--- src/hdl/u16u8_pkg.sv ---
// ----------------------------------------------------------------------------
// u16u8_pkg
// types and constants shared by the utf-16 to utf-8 transcoder modules
// ----------------------------------------------------------------------------
package u16u8_pkg;

  localparam int unsigned CuW     = 16;
  localparam int unsigned CpW     = 21;
  localparam int unsigned CapW    = 13;
  localparam int unsigned ByteW   = 8;
  localparam int unsigned StatW   = 2;
  localparam int unsigned PendW   = 10;

  localparam logic [CapW-1:0] CapReset = 13'd2048;

  localparam logic [CuW-1:0] HiSurBase  = 16'hD800;
  localparam logic [CuW-1:0] LoSurBase  = 16'hDC00;
  localparam logic [CuW-1:0] SurEnd     = 16'hE000;
  localparam logic [CpW-1:0] SuppBase   = 21'h10000;
  localparam logic [CpW-1:0] Lim1Byte   = 21'h00080;
  localparam logic [CpW-1:0] Lim2Byte   = 21'h00800;

  localparam logic [ByteW-1:0] ContMark = 8'h80;
  localparam logic [ByteW-1:0] Lead2    = 8'hC0;
  localparam logic [ByteW-1:0] Lead3    = 8'hE0;
  localparam logic [ByteW-1:0] Lead4    = 8'hF0;

  localparam logic [StatW-1:0] StatRun    = 2'd0;
  localparam logic [StatW-1:0] StatOk     = 2'd1;
  localparam logic [StatW-1:0] StatBadSur = 2'd2;
  localparam logic [StatW-1:0] StatFull   = 2'd3;

  typedef enum logic [1:0] {
    KIND_CP,
    KIND_HOLD,
    KIND_BAD
  } kind_t;

  typedef struct packed {
    kind_t          kind;
    logic [CpW-1:0] value;
    logic [1:0]     nb_m1;
    logic           last;
  } cmd_t;

endpackage

--- src/hdl/u16u8_front.sv ---
// ----------------------------------------------------------------------------
// u16u8_front
// accepts code units, pairs surrogates and classifies each unit into a command
// ----------------------------------------------------------------------------
module u16u8_front (
  input  logic                          clk,
  input  logic                          rst_n,
  input  logic                          in_valid,
  output logic                          in_ready,
  input  logic [u16u8_pkg::CuW-1:0]     in_code_unit,
  input  logic                          in_last_unit,
  output logic                          push,
  output u16u8_pkg::cmd_t               push_cmd,
  input  logic                          push_ready
);

  logic [u16u8_pkg::PendW-1:0] pend_r, pend_nxt;
  logic                        have_pend_r, have_pend_nxt;
  logic                        is_hi, is_lo;
  logic [u16u8_pkg::CpW-1:0]   pair_val;

  assign in_ready = push_ready;
  assign push     = in_valid && push_ready;

  assign is_hi = (in_code_unit >= u16u8_pkg::HiSurBase) && (in_code_unit < u16u8_pkg::LoSurBase);
  assign is_lo = (in_code_unit >= u16u8_pkg::LoSurBase) && (in_code_unit < u16u8_pkg::SurEnd);
  assign pair_val = {1'b0, pend_r, in_code_unit[9:0]} + u16u8_pkg::SuppBase;

  always_comb begin
    push_cmd.kind  = u16u8_pkg::KIND_CP;
    push_cmd.value = {5'd0, in_code_unit};
    push_cmd.last  = in_last_unit;
    pend_nxt       = pend_r;
    have_pend_nxt  = have_pend_r;
    if (have_pend_r) begin
      have_pend_nxt = 1'b0;
      if (is_lo) begin
        push_cmd.value = pair_val;
      end else begin
        push_cmd.kind = u16u8_pkg::KIND_BAD;
      end
    end else if (is_hi) begin
      if (in_last_unit) begin
        push_cmd.kind = u16u8_pkg::KIND_BAD;
      end else begin
        push_cmd.kind = u16u8_pkg::KIND_HOLD;
        pend_nxt      = in_code_unit[9:0];
        have_pend_nxt = 1'b1;
      end
    end else if (is_lo) begin
      push_cmd.kind = u16u8_pkg::KIND_BAD;
    end
    if (in_last_unit) begin
      have_pend_nxt = 1'b0;
    end
    if (push_cmd.value < u16u8_pkg::Lim1Byte) begin
      push_cmd.nb_m1 = 2'd0;
    end else if (push_cmd.value < u16u8_pkg::Lim2Byte) begin
      push_cmd.nb_m1 = 2'd1;
    end else if (push_cmd.value < u16u8_pkg::SuppBase) begin
      push_cmd.nb_m1 = 2'd2;
    end else begin
      push_cmd.nb_m1 = 2'd3;
    end
  end

  always_ff @(posedge clk) begin
    if (!rst_n) begin
      have_pend_r <= 1'b0;
      pend_r      <= '0;
    end else if (push) begin
      have_pend_r <= have_pend_nxt;
      pend_r      <= pend_nxt;
    end
  end

endmodule

--- src/hdl/u16u8_queue.sv ---
// ----------------------------------------------------------------------------
// u16u8_queue
// two-entry command queue between the front and the back
// ----------------------------------------------------------------------------
module u16u8_queue (
  input  logic            clk,
  input  logic            rst_n,
  input  logic            push,
  input  u16u8_pkg::cmd_t push_cmd,
  output logic            push_ready,
  output logic            head_valid,
  output u16u8_pkg::cmd_t head_cmd,
  input  logic            pop
);

  u16u8_pkg::cmd_t slot_r [2];
  logic            wr_ptr_r, rd_ptr_r;
  logic [1:0]      count_r;

  assign push_ready = (count_r != 2'd2);
  assign head_valid = (count_r != 2'd0);
  assign head_cmd   = slot_r[rd_ptr_r];

  always_ff @(posedge clk) begin
    if (push) begin
      slot_r[wr_ptr_r] <= push_cmd;
    end
  end

  always_ff @(posedge clk) begin
    if (!rst_n) begin
      wr_ptr_r <= 1'b0;
      rd_ptr_r <= 1'b0;
      count_r  <= 2'd0;
    end else begin
      if (push) begin
        wr_ptr_r <= ~wr_ptr_r;
      end
      if (pop) begin
        rd_ptr_r <= ~rd_ptr_r;
      end
      case ({push, pop})
        2'b10:   count_r <= count_r + 2'd1;
        2'b01:   count_r <= count_r - 2'd1;
        default: count_r <= count_r;
      endcase
    end
  end

endmodule

--- src/hdl/u16u8_back.sv ---
// ----------------------------------------------------------------------------
// u16u8_back
// emits utf-8 bytes and status beats for the command at the queue head
// ----------------------------------------------------------------------------
module u16u8_back (
  input  logic                          clk,
  input  logic                          rst_n,
  input  logic [u16u8_pkg::CapW-1:0]    cap,
  input  logic                          head_valid,
  input  u16u8_pkg::cmd_t               head_cmd,
  output logic                          pop,
  output logic                          out_valid,
  input  logic                          out_ready,
  output logic [u16u8_pkg::ByteW-1:0]   out_byte,
  output logic                          out_has_byte,
  output logic                          out_run_last,
  output logic [u16u8_pkg::StatW-1:0]   out_status
);

  logic [u16u8_pkg::CapW-1:0]  bw_r, bw_nxt;
  logic                        ab_r, ab_nxt;
  logic [2:0]                  idx_r, idx_nxt;
  logic                        ov_r;
  logic [u16u8_pkg::ByteW-1:0] ob_r;
  logic                        ohb_r, orl_r;
  logic [u16u8_pkg::StatW-1:0] ost_r;

  logic                        adv, full, emit;
  logic [2:0]                  nb;
  logic [u16u8_pkg::CapW:0]    bw_inc;
  logic [1:0]                  sh;
  logic [5:0]                  chunk;
  logic [u16u8_pkg::ByteW-1:0] lead, byte_val;
  logic [u16u8_pkg::ByteW-1:0] e_byte;
  logic                        e_hb, e_rl;
  logic [u16u8_pkg::StatW-1:0] e_st;

  assign adv    = !ov_r || out_ready;
  assign full   = (bw_r >= cap);
  assign nb     = {1'b0, head_cmd.nb_m1} + 3'd1;
  assign bw_inc = {1'b0, bw_r} + 14'd1;
  assign sh     = head_cmd.nb_m1 - idx_r[1:0];

  always_comb begin
    case (sh)
      2'd0:    chunk = head_cmd.value[5:0];
      2'd1:    chunk = head_cmd.value[11:6];
      2'd2:    chunk = head_cmd.value[17:12];
      default: chunk = {3'd0, head_cmd.value[20:18]};
    endcase
    case (head_cmd.nb_m1)
      2'd0:    lead = {1'b0, head_cmd.value[6:0]};
      2'd1:    lead = u16u8_pkg::Lead2 | {3'd0, head_cmd.value[10:6]};
      2'd2:    lead = u16u8_pkg::Lead3 | {4'd0, head_cmd.value[15:12]};
      default: lead = u16u8_pkg::Lead4 | {5'd0, head_cmd.value[20:18]};
    endcase
    byte_val = (idx_r == 3'd0) ? lead : (u16u8_pkg::ContMark | {2'd0, chunk});
  end

  always_comb begin
    pop     = 1'b0;
    emit    = 1'b0;
    e_byte  = '0;
    e_hb    = 1'b0;
    e_rl    = 1'b0;
    e_st    = u16u8_pkg::StatRun;
    bw_nxt  = bw_r;
    ab_nxt  = ab_r;
    idx_nxt = idx_r;
    if (head_valid && adv) begin
      if (ab_r) begin
        pop     = 1'b1;
        idx_nxt = 3'd0;
        if (head_cmd.last) begin
          ab_nxt = 1'b0;
          bw_nxt = '0;
        end
      end else if (full || (idx_r == 3'd0 && head_cmd.kind == u16u8_pkg::KIND_BAD)) begin
        // error beat ends the command
        emit    = 1'b1;
        e_rl    = 1'b1;
        e_st    = full ? u16u8_pkg::StatFull : u16u8_pkg::StatBadSur;
        pop     = 1'b1;
        idx_nxt = 3'd0;
        if (head_cmd.last) begin
          bw_nxt = '0;
        end else begin
          ab_nxt = 1'b1;
        end
      end else if (idx_r == 3'd0 && head_cmd.kind == u16u8_pkg::KIND_HOLD) begin
        pop = 1'b1;
      end else if (idx_r == nb) begin
        // string done beat
        emit    = 1'b1;
        e_rl    = 1'b1;
        e_st    = u16u8_pkg::StatOk;
        pop     = 1'b1;
        idx_nxt = 3'd0;
        bw_nxt  = '0;
      end else begin
        emit    = 1'b1;
        e_byte  = byte_val;
        e_hb    = 1'b1;
        bw_nxt  = bw_inc[u16u8_pkg::CapW-1:0];
        idx_nxt = idx_r + 3'd1;
        if (bw_inc < {1'b0, cap} && (idx_r + 3'd1) == nb && !head_cmd.last) begin
          e_rl    = 1'b1;
          pop     = 1'b1;
          idx_nxt = 3'd0;
        end
      end
    end
  end

  always_ff @(posedge clk) begin
    if (!rst_n) begin
      bw_r  <= '0;
      ab_r  <= 1'b0;
      idx_r <= 3'd0;
      ov_r  <= 1'b0;
    end else begin
      bw_r  <= bw_nxt;
      ab_r  <= ab_nxt;
      idx_r <= idx_nxt;
      if (emit) begin
        ov_r <= 1'b1;
      end else if (out_ready) begin
        ov_r <= 1'b0;
      end
    end
  end

  always_ff @(posedge clk) begin
    if (emit) begin
      ob_r  <= e_byte;
      ohb_r <= e_hb;
      orl_r <= e_rl;
      ost_r <= e_st;
    end
  end

  assign out_valid    = ov_r;
  assign out_byte     = ob_r;
  assign out_has_byte = ohb_r;
  assign out_run_last = orl_r;
  assign out_status   = ost_r;

endmodule

--- src/hdl/utf16_to_utf8_transcoder_core.sv ---
// ----------------------------------------------------------------------------
// utf16_to_utf8_transcoder_core
// utf-16 code units in, utf-8 bytes and string status out
// ----------------------------------------------------------------------------
// in_*  : one utf-16 code unit per beat, in_last_unit flags the string end.
// out_* : one beat per result; a byte beat (out_has_byte) or a status beat
//         (out_status 1 ok, 2 bad surrogate, 3 output full) with run_last.
//         out_run_last marks the final beat caused by one input unit.
// cfg_* : writes the destination capacity in bytes, terminator included;
//         always ready, write only while the block is idle.
// timing: the front classifies a unit and writes it into the two-entry queue;
//         the back then puts its first beat in the output register. It emits
//         one beat per cycle while out_ready is high, at most 4 bytes plus
//         a status beat per unit; single-byte units stream at one per cycle.
//         A held high surrogate or a dropped unit is popped without a beat.
// reset : clears surrogate, byte count and abort state; capacity is 2048.
// stall : while out_ready is low the output register holds its beat, the
//         back stops and the queue fills; in_ready drops once it is full.
// ----------------------------------------------------------------------------
module utf16_to_utf8_transcoder_core (
  input  logic                          clk,
  input  logic                          rst_n,
  input  logic                          in_valid,
  output logic                          in_ready,
  input  logic [u16u8_pkg::CuW-1:0]     in_code_unit,
  input  logic                          in_last_unit,
  output logic                          out_valid,
  input  logic                          out_ready,
  output logic [u16u8_pkg::ByteW-1:0]   out_byte,
  output logic                          out_has_byte,
  output logic                          out_run_last,
  output logic [u16u8_pkg::StatW-1:0]   out_status,
  input  logic                          cfg_valid,
  output logic                          cfg_ready,
  input  logic [u16u8_pkg::CapW-1:0]    cfg_out_capacity
);

  logic [u16u8_pkg::CapW-1:0] cap_r;
  logic                       push, push_ready, head_valid, pop;
  u16u8_pkg::cmd_t            push_cmd, head_cmd;

  assign cfg_ready = 1'b1;

  always_ff @(posedge clk) begin
    if (!rst_n) begin
      cap_r <= u16u8_pkg::CapReset;
    end else if (cfg_valid) begin
      cap_r <= cfg_out_capacity;
    end
  end

  u16u8_front u_front (
    .clk          (clk),
    .rst_n        (rst_n),
    .in_valid     (in_valid),
    .in_ready     (in_ready),
    .in_code_unit (in_code_unit),
    .in_last_unit (in_last_unit),
    .push         (push),
    .push_cmd     (push_cmd),
    .push_ready   (push_ready)
  );

  u16u8_queue u_queue (
    .clk        (clk),
    .rst_n      (rst_n),
    .push       (push),
    .push_cmd   (push_cmd),
    .push_ready (push_ready),
    .head_valid (head_valid),
    .head_cmd   (head_cmd),
    .pop        (pop)
  );

  u16u8_back u_back (
    .clk          (clk),
    .rst_n        (rst_n),
    .cap          (cap_r),
    .head_valid   (head_valid),
    .head_cmd     (head_cmd),
    .pop          (pop),
    .out_valid    (out_valid),
    .out_ready    (out_ready),
    .out_byte     (out_byte),
    .out_has_byte (out_has_byte),
    .out_run_last (out_run_last),
    .out_status   (out_status)
  );

endmodule

--- config.mk ---
export PLATFORM = sky130hd
export DESIGN_NAME = utf16_to_utf8_transcoder_core
export DESIGN_NICKNAME = d
export VERILOG_FILES = /design/src/hdl/u16u8_pkg.sv /design/src/hdl/u16u8_front.sv /design/src/hdl/u16u8_queue.sv /design/src/hdl/u16u8_back.sv /design/src/hdl/utf16_to_utf8_transcoder_core.sv
export SDC_FILE = /design/constraint.sdc
export NUM_CORES = 1
export LEC_CHECK = 0
export CAP_MARGIN = 30
export CORE_MARGIN = 2
export CORE_UTILIZATION = 64
export CTS_CLUSTER_DIAMETER = 50
export DETAILED_ROUTE_END_ITERATION = 16
export DONT_BUFFER_PORTS = 1
export GPL_TIMING_DRIVEN = 0
export PLACE_DENSITY = 0.8
export SLEW_MARGIN = 20
export SYNTH_ARGS = -nofsm -noshare
export SYNTH_HDL_FRONTEND = slang
export SYNTH_SLANG_ARGS = --single-unit
--- constraint.sdc ---
create_clock -name clk -period 5.1 [get_ports clk]
set_input_delay 0.51 -clock clk [delete_from_list [all_inputs] [get_ports clk]]
set_output_delay 0.51 -clock clk [all_outputs]
set_load 0.05 [all_outputs]
Word level (Yosys, flattened, before mapping). Memories as Yosys holds them, arrays and structs flattened. A register that Yosys moved wholly into a read port is not among the register bits. Cells that the tools add are included.

Register bits: 58. Memories: 1. Bits in writable memories: 52. Output and inout bits: 15. Input port bits: 35. Logic and storage cells: 127.

Add/sub/neg operators: 7. Reduce and logical (&&, ||, !) cells: 24. Order comparisons: 9. Equal/unequal tests: 12. Multiplexer cells: 53. Bitwise operators: 6.

Memory list: u_queue.slot_r (words 2, bits a word 26, read ports 1, clocked after Yosys merged registers in 1, write ports 1, RTL line u16u8_queue.sv:16) `u16u8_pkg::cmd_t slot_r [2];`.

Operator list (count): 13-bit 2-to-1 mux (5); 21-bit 2-to-1 mux (2); 16-bit >= comparator, second input constant (2); 16-bit < comparator, second input constant (2); 1-bit 2-to-1 mux (28); 8-bit one-hot mux with 3 select lines (1); 20-bit by 17-bit adder with 21-bit output, second input constant (1); 21-bit by 12-bit < comparator with 1-bit output, second input constant (1); 21-bit by 17-bit < comparator with 1-bit output, second input constant (1); 21-bit by 8-bit < comparator with 1-bit output, second input constant (1); 2-bit 2-to-1 mux (9); 6-bit one-hot mux with 3 select lines (1); 3-bit 2-to-1 mux (5); 13-bit by 1-bit adder with 14-bit output, second input constant (1); 14-bit by 13-bit < comparator with 1-bit output (1); 13-bit >= comparator (1); 2-bit by 1-bit equality test with 1-bit output, second input constant (4); 2-bit equality test, second input constant (4); 1-bit logical AND (8); 8-bit 2-to-1 mux (1); 3-bit equality test (2); 1-bit inverter (6); 2-bit nonzero test (3); 6-bit OR reduction (1); 17 further kinds (20).

Logic depth before layout (Yosys ltp).
Depth after elaboration: 12. Gate-level depth with buffers: 17. Gate-level depth less buffers: 16.

Modules after synthesis. A second synthesis with hierarchy kept.

Cells, all modules: 545. Area, all modules: 6103.4 µm².

Modules (own cells, without submodules): u16u8_back (area an instance 2675.1 µm², sequential area each 720.7 µm², times used 1, cells an instance 300); u16u8_queue (area an instance 2090.8 µm², sequential area each 1661.6 µm², times used 1, cells an instance 103); u16u8_front (area an instance 822.0 µm², sequential area each 220.2 µm², times used 1, cells an instance 98); utf16_to_utf8_transcoder_core (area an instance 515.5 µm², sequential area each 260.2 µm², times used 1, cells an instance 44).

Worst setup path before layout. No wires, ideal clock.

Path kind: register -> register. Start: register (tool-made name). End: register u_queue.count_r[1]. Data arrival time: 3.540 ns. Clock period less this slack: 3.611 ns. Slack: 1.489 ns. Data required time: 5.029 ns. Stages on the path, launching flop included: 17. Path through: dfxtp_1 buf_2 buf_2 buf_2 mux2i_1 inv_1 ha_1 buf_2 xor2_1 nor3_1 nor2_1 nand3_2 a21oi_2 a21oi_2 ha_1 or3_1 a21oi_1.

RTL lines: to (signal assigned) (RTL line u16u8_queue.sv:43) `2'b10: count_r <= count_r + 2'd1;`; to (signal assigned) (RTL line u16u8_queue.sv:44) `2'b01: count_r <= count_r - 2'd1;`; to (signal assigned) (RTL line u16u8_queue.sv:45) `default: count_r <= count_r;`; to (decl) (RTL line u16u8_queue.sv:18) `logic [1:0] count_r;`.

==> metrics list <==
- The flow ran to the end, and the final reports show no timing, DRC or antenna violations.
- Setup repair after global routing missed its margin: no
- Num CTS Buffers: 9
* Post-CTS Setup Inserts: 0
- The share of total power dissipated in the clock network is 0.177.
- Number of max-cap violations: 0
* Worst R2R Path Depth: 16
- Number of antenna violations at the first check in global routing: 0
- Syn Nets: about 580
- Count of fill cells added during filler insertion: about 620
* Count of placed standard cells including taps: just over 600
- CTS placed an instance of clkbuf_8 at the clock tree root.
- Before antenna repair, the detailed router went through 5 iterations.
* Count of input and output buffers: 0
* Total detailed-routing wirelength: 12,260 µm
- Static Leak: ~2.4 nW
- Skew final: approximately 13 ps
* Net count reported at finish: between 500 and 600
- After detailed routing, the number of remaining DRC violations is 0.
- All-layer global routing usage: 0.2623
- Syn Area/Cell: about 12 µm²
- Class of the tightest hold or removal check: in -> reg
- Worst setup slack for register-to-register paths: 640 ps
* Flip-flop cell with the highest count after synthesis: edfxtp_1
- Critical Path Most Common Cell: buf_2
* Crit path max-delay cell type: mux2i_1
* Final count of hold timing violations: 0
* Net Sw Power: ~1.2 mW
- VDD sags by at most 0.0003222 V.
- Worst reg2reg endpoint: u_queue.count_r[1]
- Vert. Die Dim: 99.64 µm
* Max incr delay on CP: ~540 ps
- Number of pins exceeding their max-slew limit in the final report: 0
- Derived from the worst setup path, the maximum achievable clock frequency is ~0.22 GHz.
- Yosys printed 0 warnings.
* Total of hold buffers inserted after clock tree synthesis: 0
- Die outline width: 99.64 µm
* CP delay by family, top: buffers and inverters
* P&R area growth vs syn: 6.048%
- TritonCTS clock tree: built
* Area of the mapped netlist: 5854 µm²
* FF/Latch Area: roughly 2900 µm²
- Dividing the detail-routed via count by the number of cells gives 6.319.
- The critical path runs through a total of 16 cells.
- Entering global routing, the biggest net connects 27 pins.
- Number of enable flip-flop cells after synthesis: 64
- The number of antenna diodes in the final layout is 0.
* Half-perimeter wire length after placement: just over 9000 µm
* Synthesized flop and latch total: 111
- Cell-by-cell trace of the critical path: buf_2, buf_2, buf_2, mux2i_1, inv_1, ha_1, buf_2, xor2_1, nor3_1, nor2_1, nand3_2, a21oi_2, a21oi_2, ha_1, or3_1, a21oi_1
* Setup TNS after final layout: 0 ps
- Share of the yosys chip area belonging to registers: 0.4890
- CTS saw 111 sinks.
* Total number of placement rows: 34
- Worst setup path class: reg -> reg
* Die footprint: approximately 9900 µm²
- Internal: around 1.8 mW
- Initial core utilization: 0.6648
- Via count of the first global-routing pass: between 3,000 and 4,000
- In this run the remaining antenna-violating nets after routing total 0.
- Of the cells placed in the final design, the portion with a size suffix greater than 1 is 0.1338.
* Power Total: roughly 3 mW
- Pin placement for this block handled 50 I/O pins.
* Top fanout value on the critical path: 10
- Switching share of power: 0.4134
* Via total after detailed routing: ~4,000
- STA puts the critical path data arrival time at roughly 4800 ps.
* Placer Congestion: around 0.91
* Area of combinational cells with multiple inputs: 2818 µm²
- Measured against its own limit, the worst slew margin works out to 0.4606.
* Most frequent standard cell in the layout excluding fill and tap cells: edfxtp_1
- The number of gates resized after CTS was 0.
- In this run the worst setup path terminates at u_queue.count_r[1].
* Flop pwr share: 0.465
- Shortest period the worst path allows: 4458 ps
- Crit path buf inv count: 5
- Proportion of register bits with asynchronous set or reset after synthesis: 0
- The later pin in the worst-skew pair is clocked with a latency of a little under 400 ps.
- The top cell types in the final layout, fill and taps aside, are 64 x edfxtp_1, 50 x nor2_1, 47 x dfxtp_1.
- Req. time, crit path: approximately 5400 ps
- For the pin with the worst max-slew slack, the measured transition is 807.2 ps.
- Leaving out filler cells and counting taps, the final layout contains between 600 and 700.
* Number of distinct library cell variants in the gate-level netlist after synthesis: between 70 and 80
- The detailed router finished its first iteration with ~220 violations.
- Crit start category: register
- The first global-routing pass estimated about 20,000 µm of wire.
- Global routing finished with a remaining overflow of 0.
- In the final routed layout, each cell accounts on average for 19.42 µm.
- CTS clock-pin slew for the worst setup and hold paths: 120 ps
* Final number of setup-violating endpoints: 0
- STA classifies the critical path endpoint as a register.
* Clk buf depth: 2
- Of the total power, combinational logic draws 0.358.
* Maximum level of the CTS H-tree: 3
- The core region is 8806 µm².
* Post-synthesis cell count: 507
- Final cell utilization of the core: 0.7050
* Power per cell area: slightly below 500 nW/µm²
- Fraction of the cycle the final worst path needs: 0.8741
-- Yosys cell counts (8+ instances only) --
cell type	instances	area, µm²
edfxtp_1	64	1922
xnor2_1	12	105.1
xor2_1	10	87.58
o21ai_0	11	55.05
nor2_1	51	191.4
mux4_2	8	180.2
a21oi_1	18	90.09
dfxtp_1	47	940.9
mux2_2	17	191.4
clkbuf_1	8	30.03
ha_1	37	462.9
mux2i_1	34	340.3
nand2_1	27	101.4
inv_1	24	90.09
nand3_1	15	75.07
o21ai_1	11	55.05
-- worst min-delay path by stage --
stage                                start                    end  slack [ps]  depth (start not counted)
after floorplan           u_queue.rd_ptr_r               register         450                          2
after global placement    u_queue.rd_ptr_r               register         460                          2
after detailed placement  u_queue.rd_ptr_r       u_queue.rd_ptr_r         490                          2
after CTS                  in_code_unit[6]   u_queue.slot_r[1][9]         210                          0
after global routing       in_code_unit[9]  u_queue.slot_r[0][12]         190                          0
final                      in_code_unit[4]   u_queue.slot_r[0][7]         210                          0
-- cell families (layout without fill, tap and decap cells) --
kind of cell	count (synthesis)	in the layout	share of synthesized area
mux	60	60	0.1255
flops	111	111	0.4890
other cells	1	1	0.0006405
xor+xnor	22	22	0.03291
simple gates	142	142	0.1246
compound gates	92	92	0.1171
buf+inv	42	58	0.03120
fa+ha+maj	37	37	0.07908
-- sequential cells by signal, summed over array words and instances, names as in the netlist, named ones only --
name	flops
cap_r	13
u_back.ab_r	1
u_back.bw_r	13
u_back.idx_r	3
u_back.out_byte	8
u_back.out_has_byte	1
u_back.out_run_last	1
u_back.out_status	2
u_back.out_valid	1
u_front.have_pend_r	1
u_front.pend_r	10
u_queue.count_r	2
u_queue.rd_ptr_r	1
u_queue.slot_r	52
u_queue.wr_ptr_r	1
-- metrics by stage --
stage | hold slack [ps] | setup WS, ps | instance area (µm²)
2_1_floorplan | 451.6 | 1489 | 5854
3_3_place_gp | 460.2 | 830.8 | 5989
3_5_place_dp | 485.1 | 719.2 | 5998
4_1_cts | 206.0 | 661.4 | 6208
5_1_grt | 192.9 | 268.6 | 6208
6_report | 210.4 | 642.1 | 6208
-- power groups by stage --
stage          Sequential, mW  Combinational (mW)  Clock (mW)
5_1_grt                  1.42                1.19       0.571
4_1_cts                  1.40                1.08       0.539
3_5_place_dp             1.42                1.07           0
2_1_floorplan            1.40               0.837           0
3_3_place_gp             1.42                1.03           0
6_report                 1.40                1.08       0.534
-- metal layers --
metal | wire, µm | track usage | up-vias
li1 | - | - | 1912
met1 | 5878 | 0.3960 | 1902
met2 | 5275 | 0.3883 | 159
met3 | 950 | 0.05552 | 14
met4 | 151 | 0.06955 | 0
met5 | 0 | 0 | -
-- layout make-up --
cell class                      instances  area share
Buffer                                 17     0.01431
Inverter                               25     0.01511
Multi-Input combinational cell        354      0.4538
Sequential cell                       111      0.4611
Clock inverter                          7     0.01391
Tap cell                              108     0.02177
Clock buffer                            9     0.01995
(Power assumes the default switching activity.)
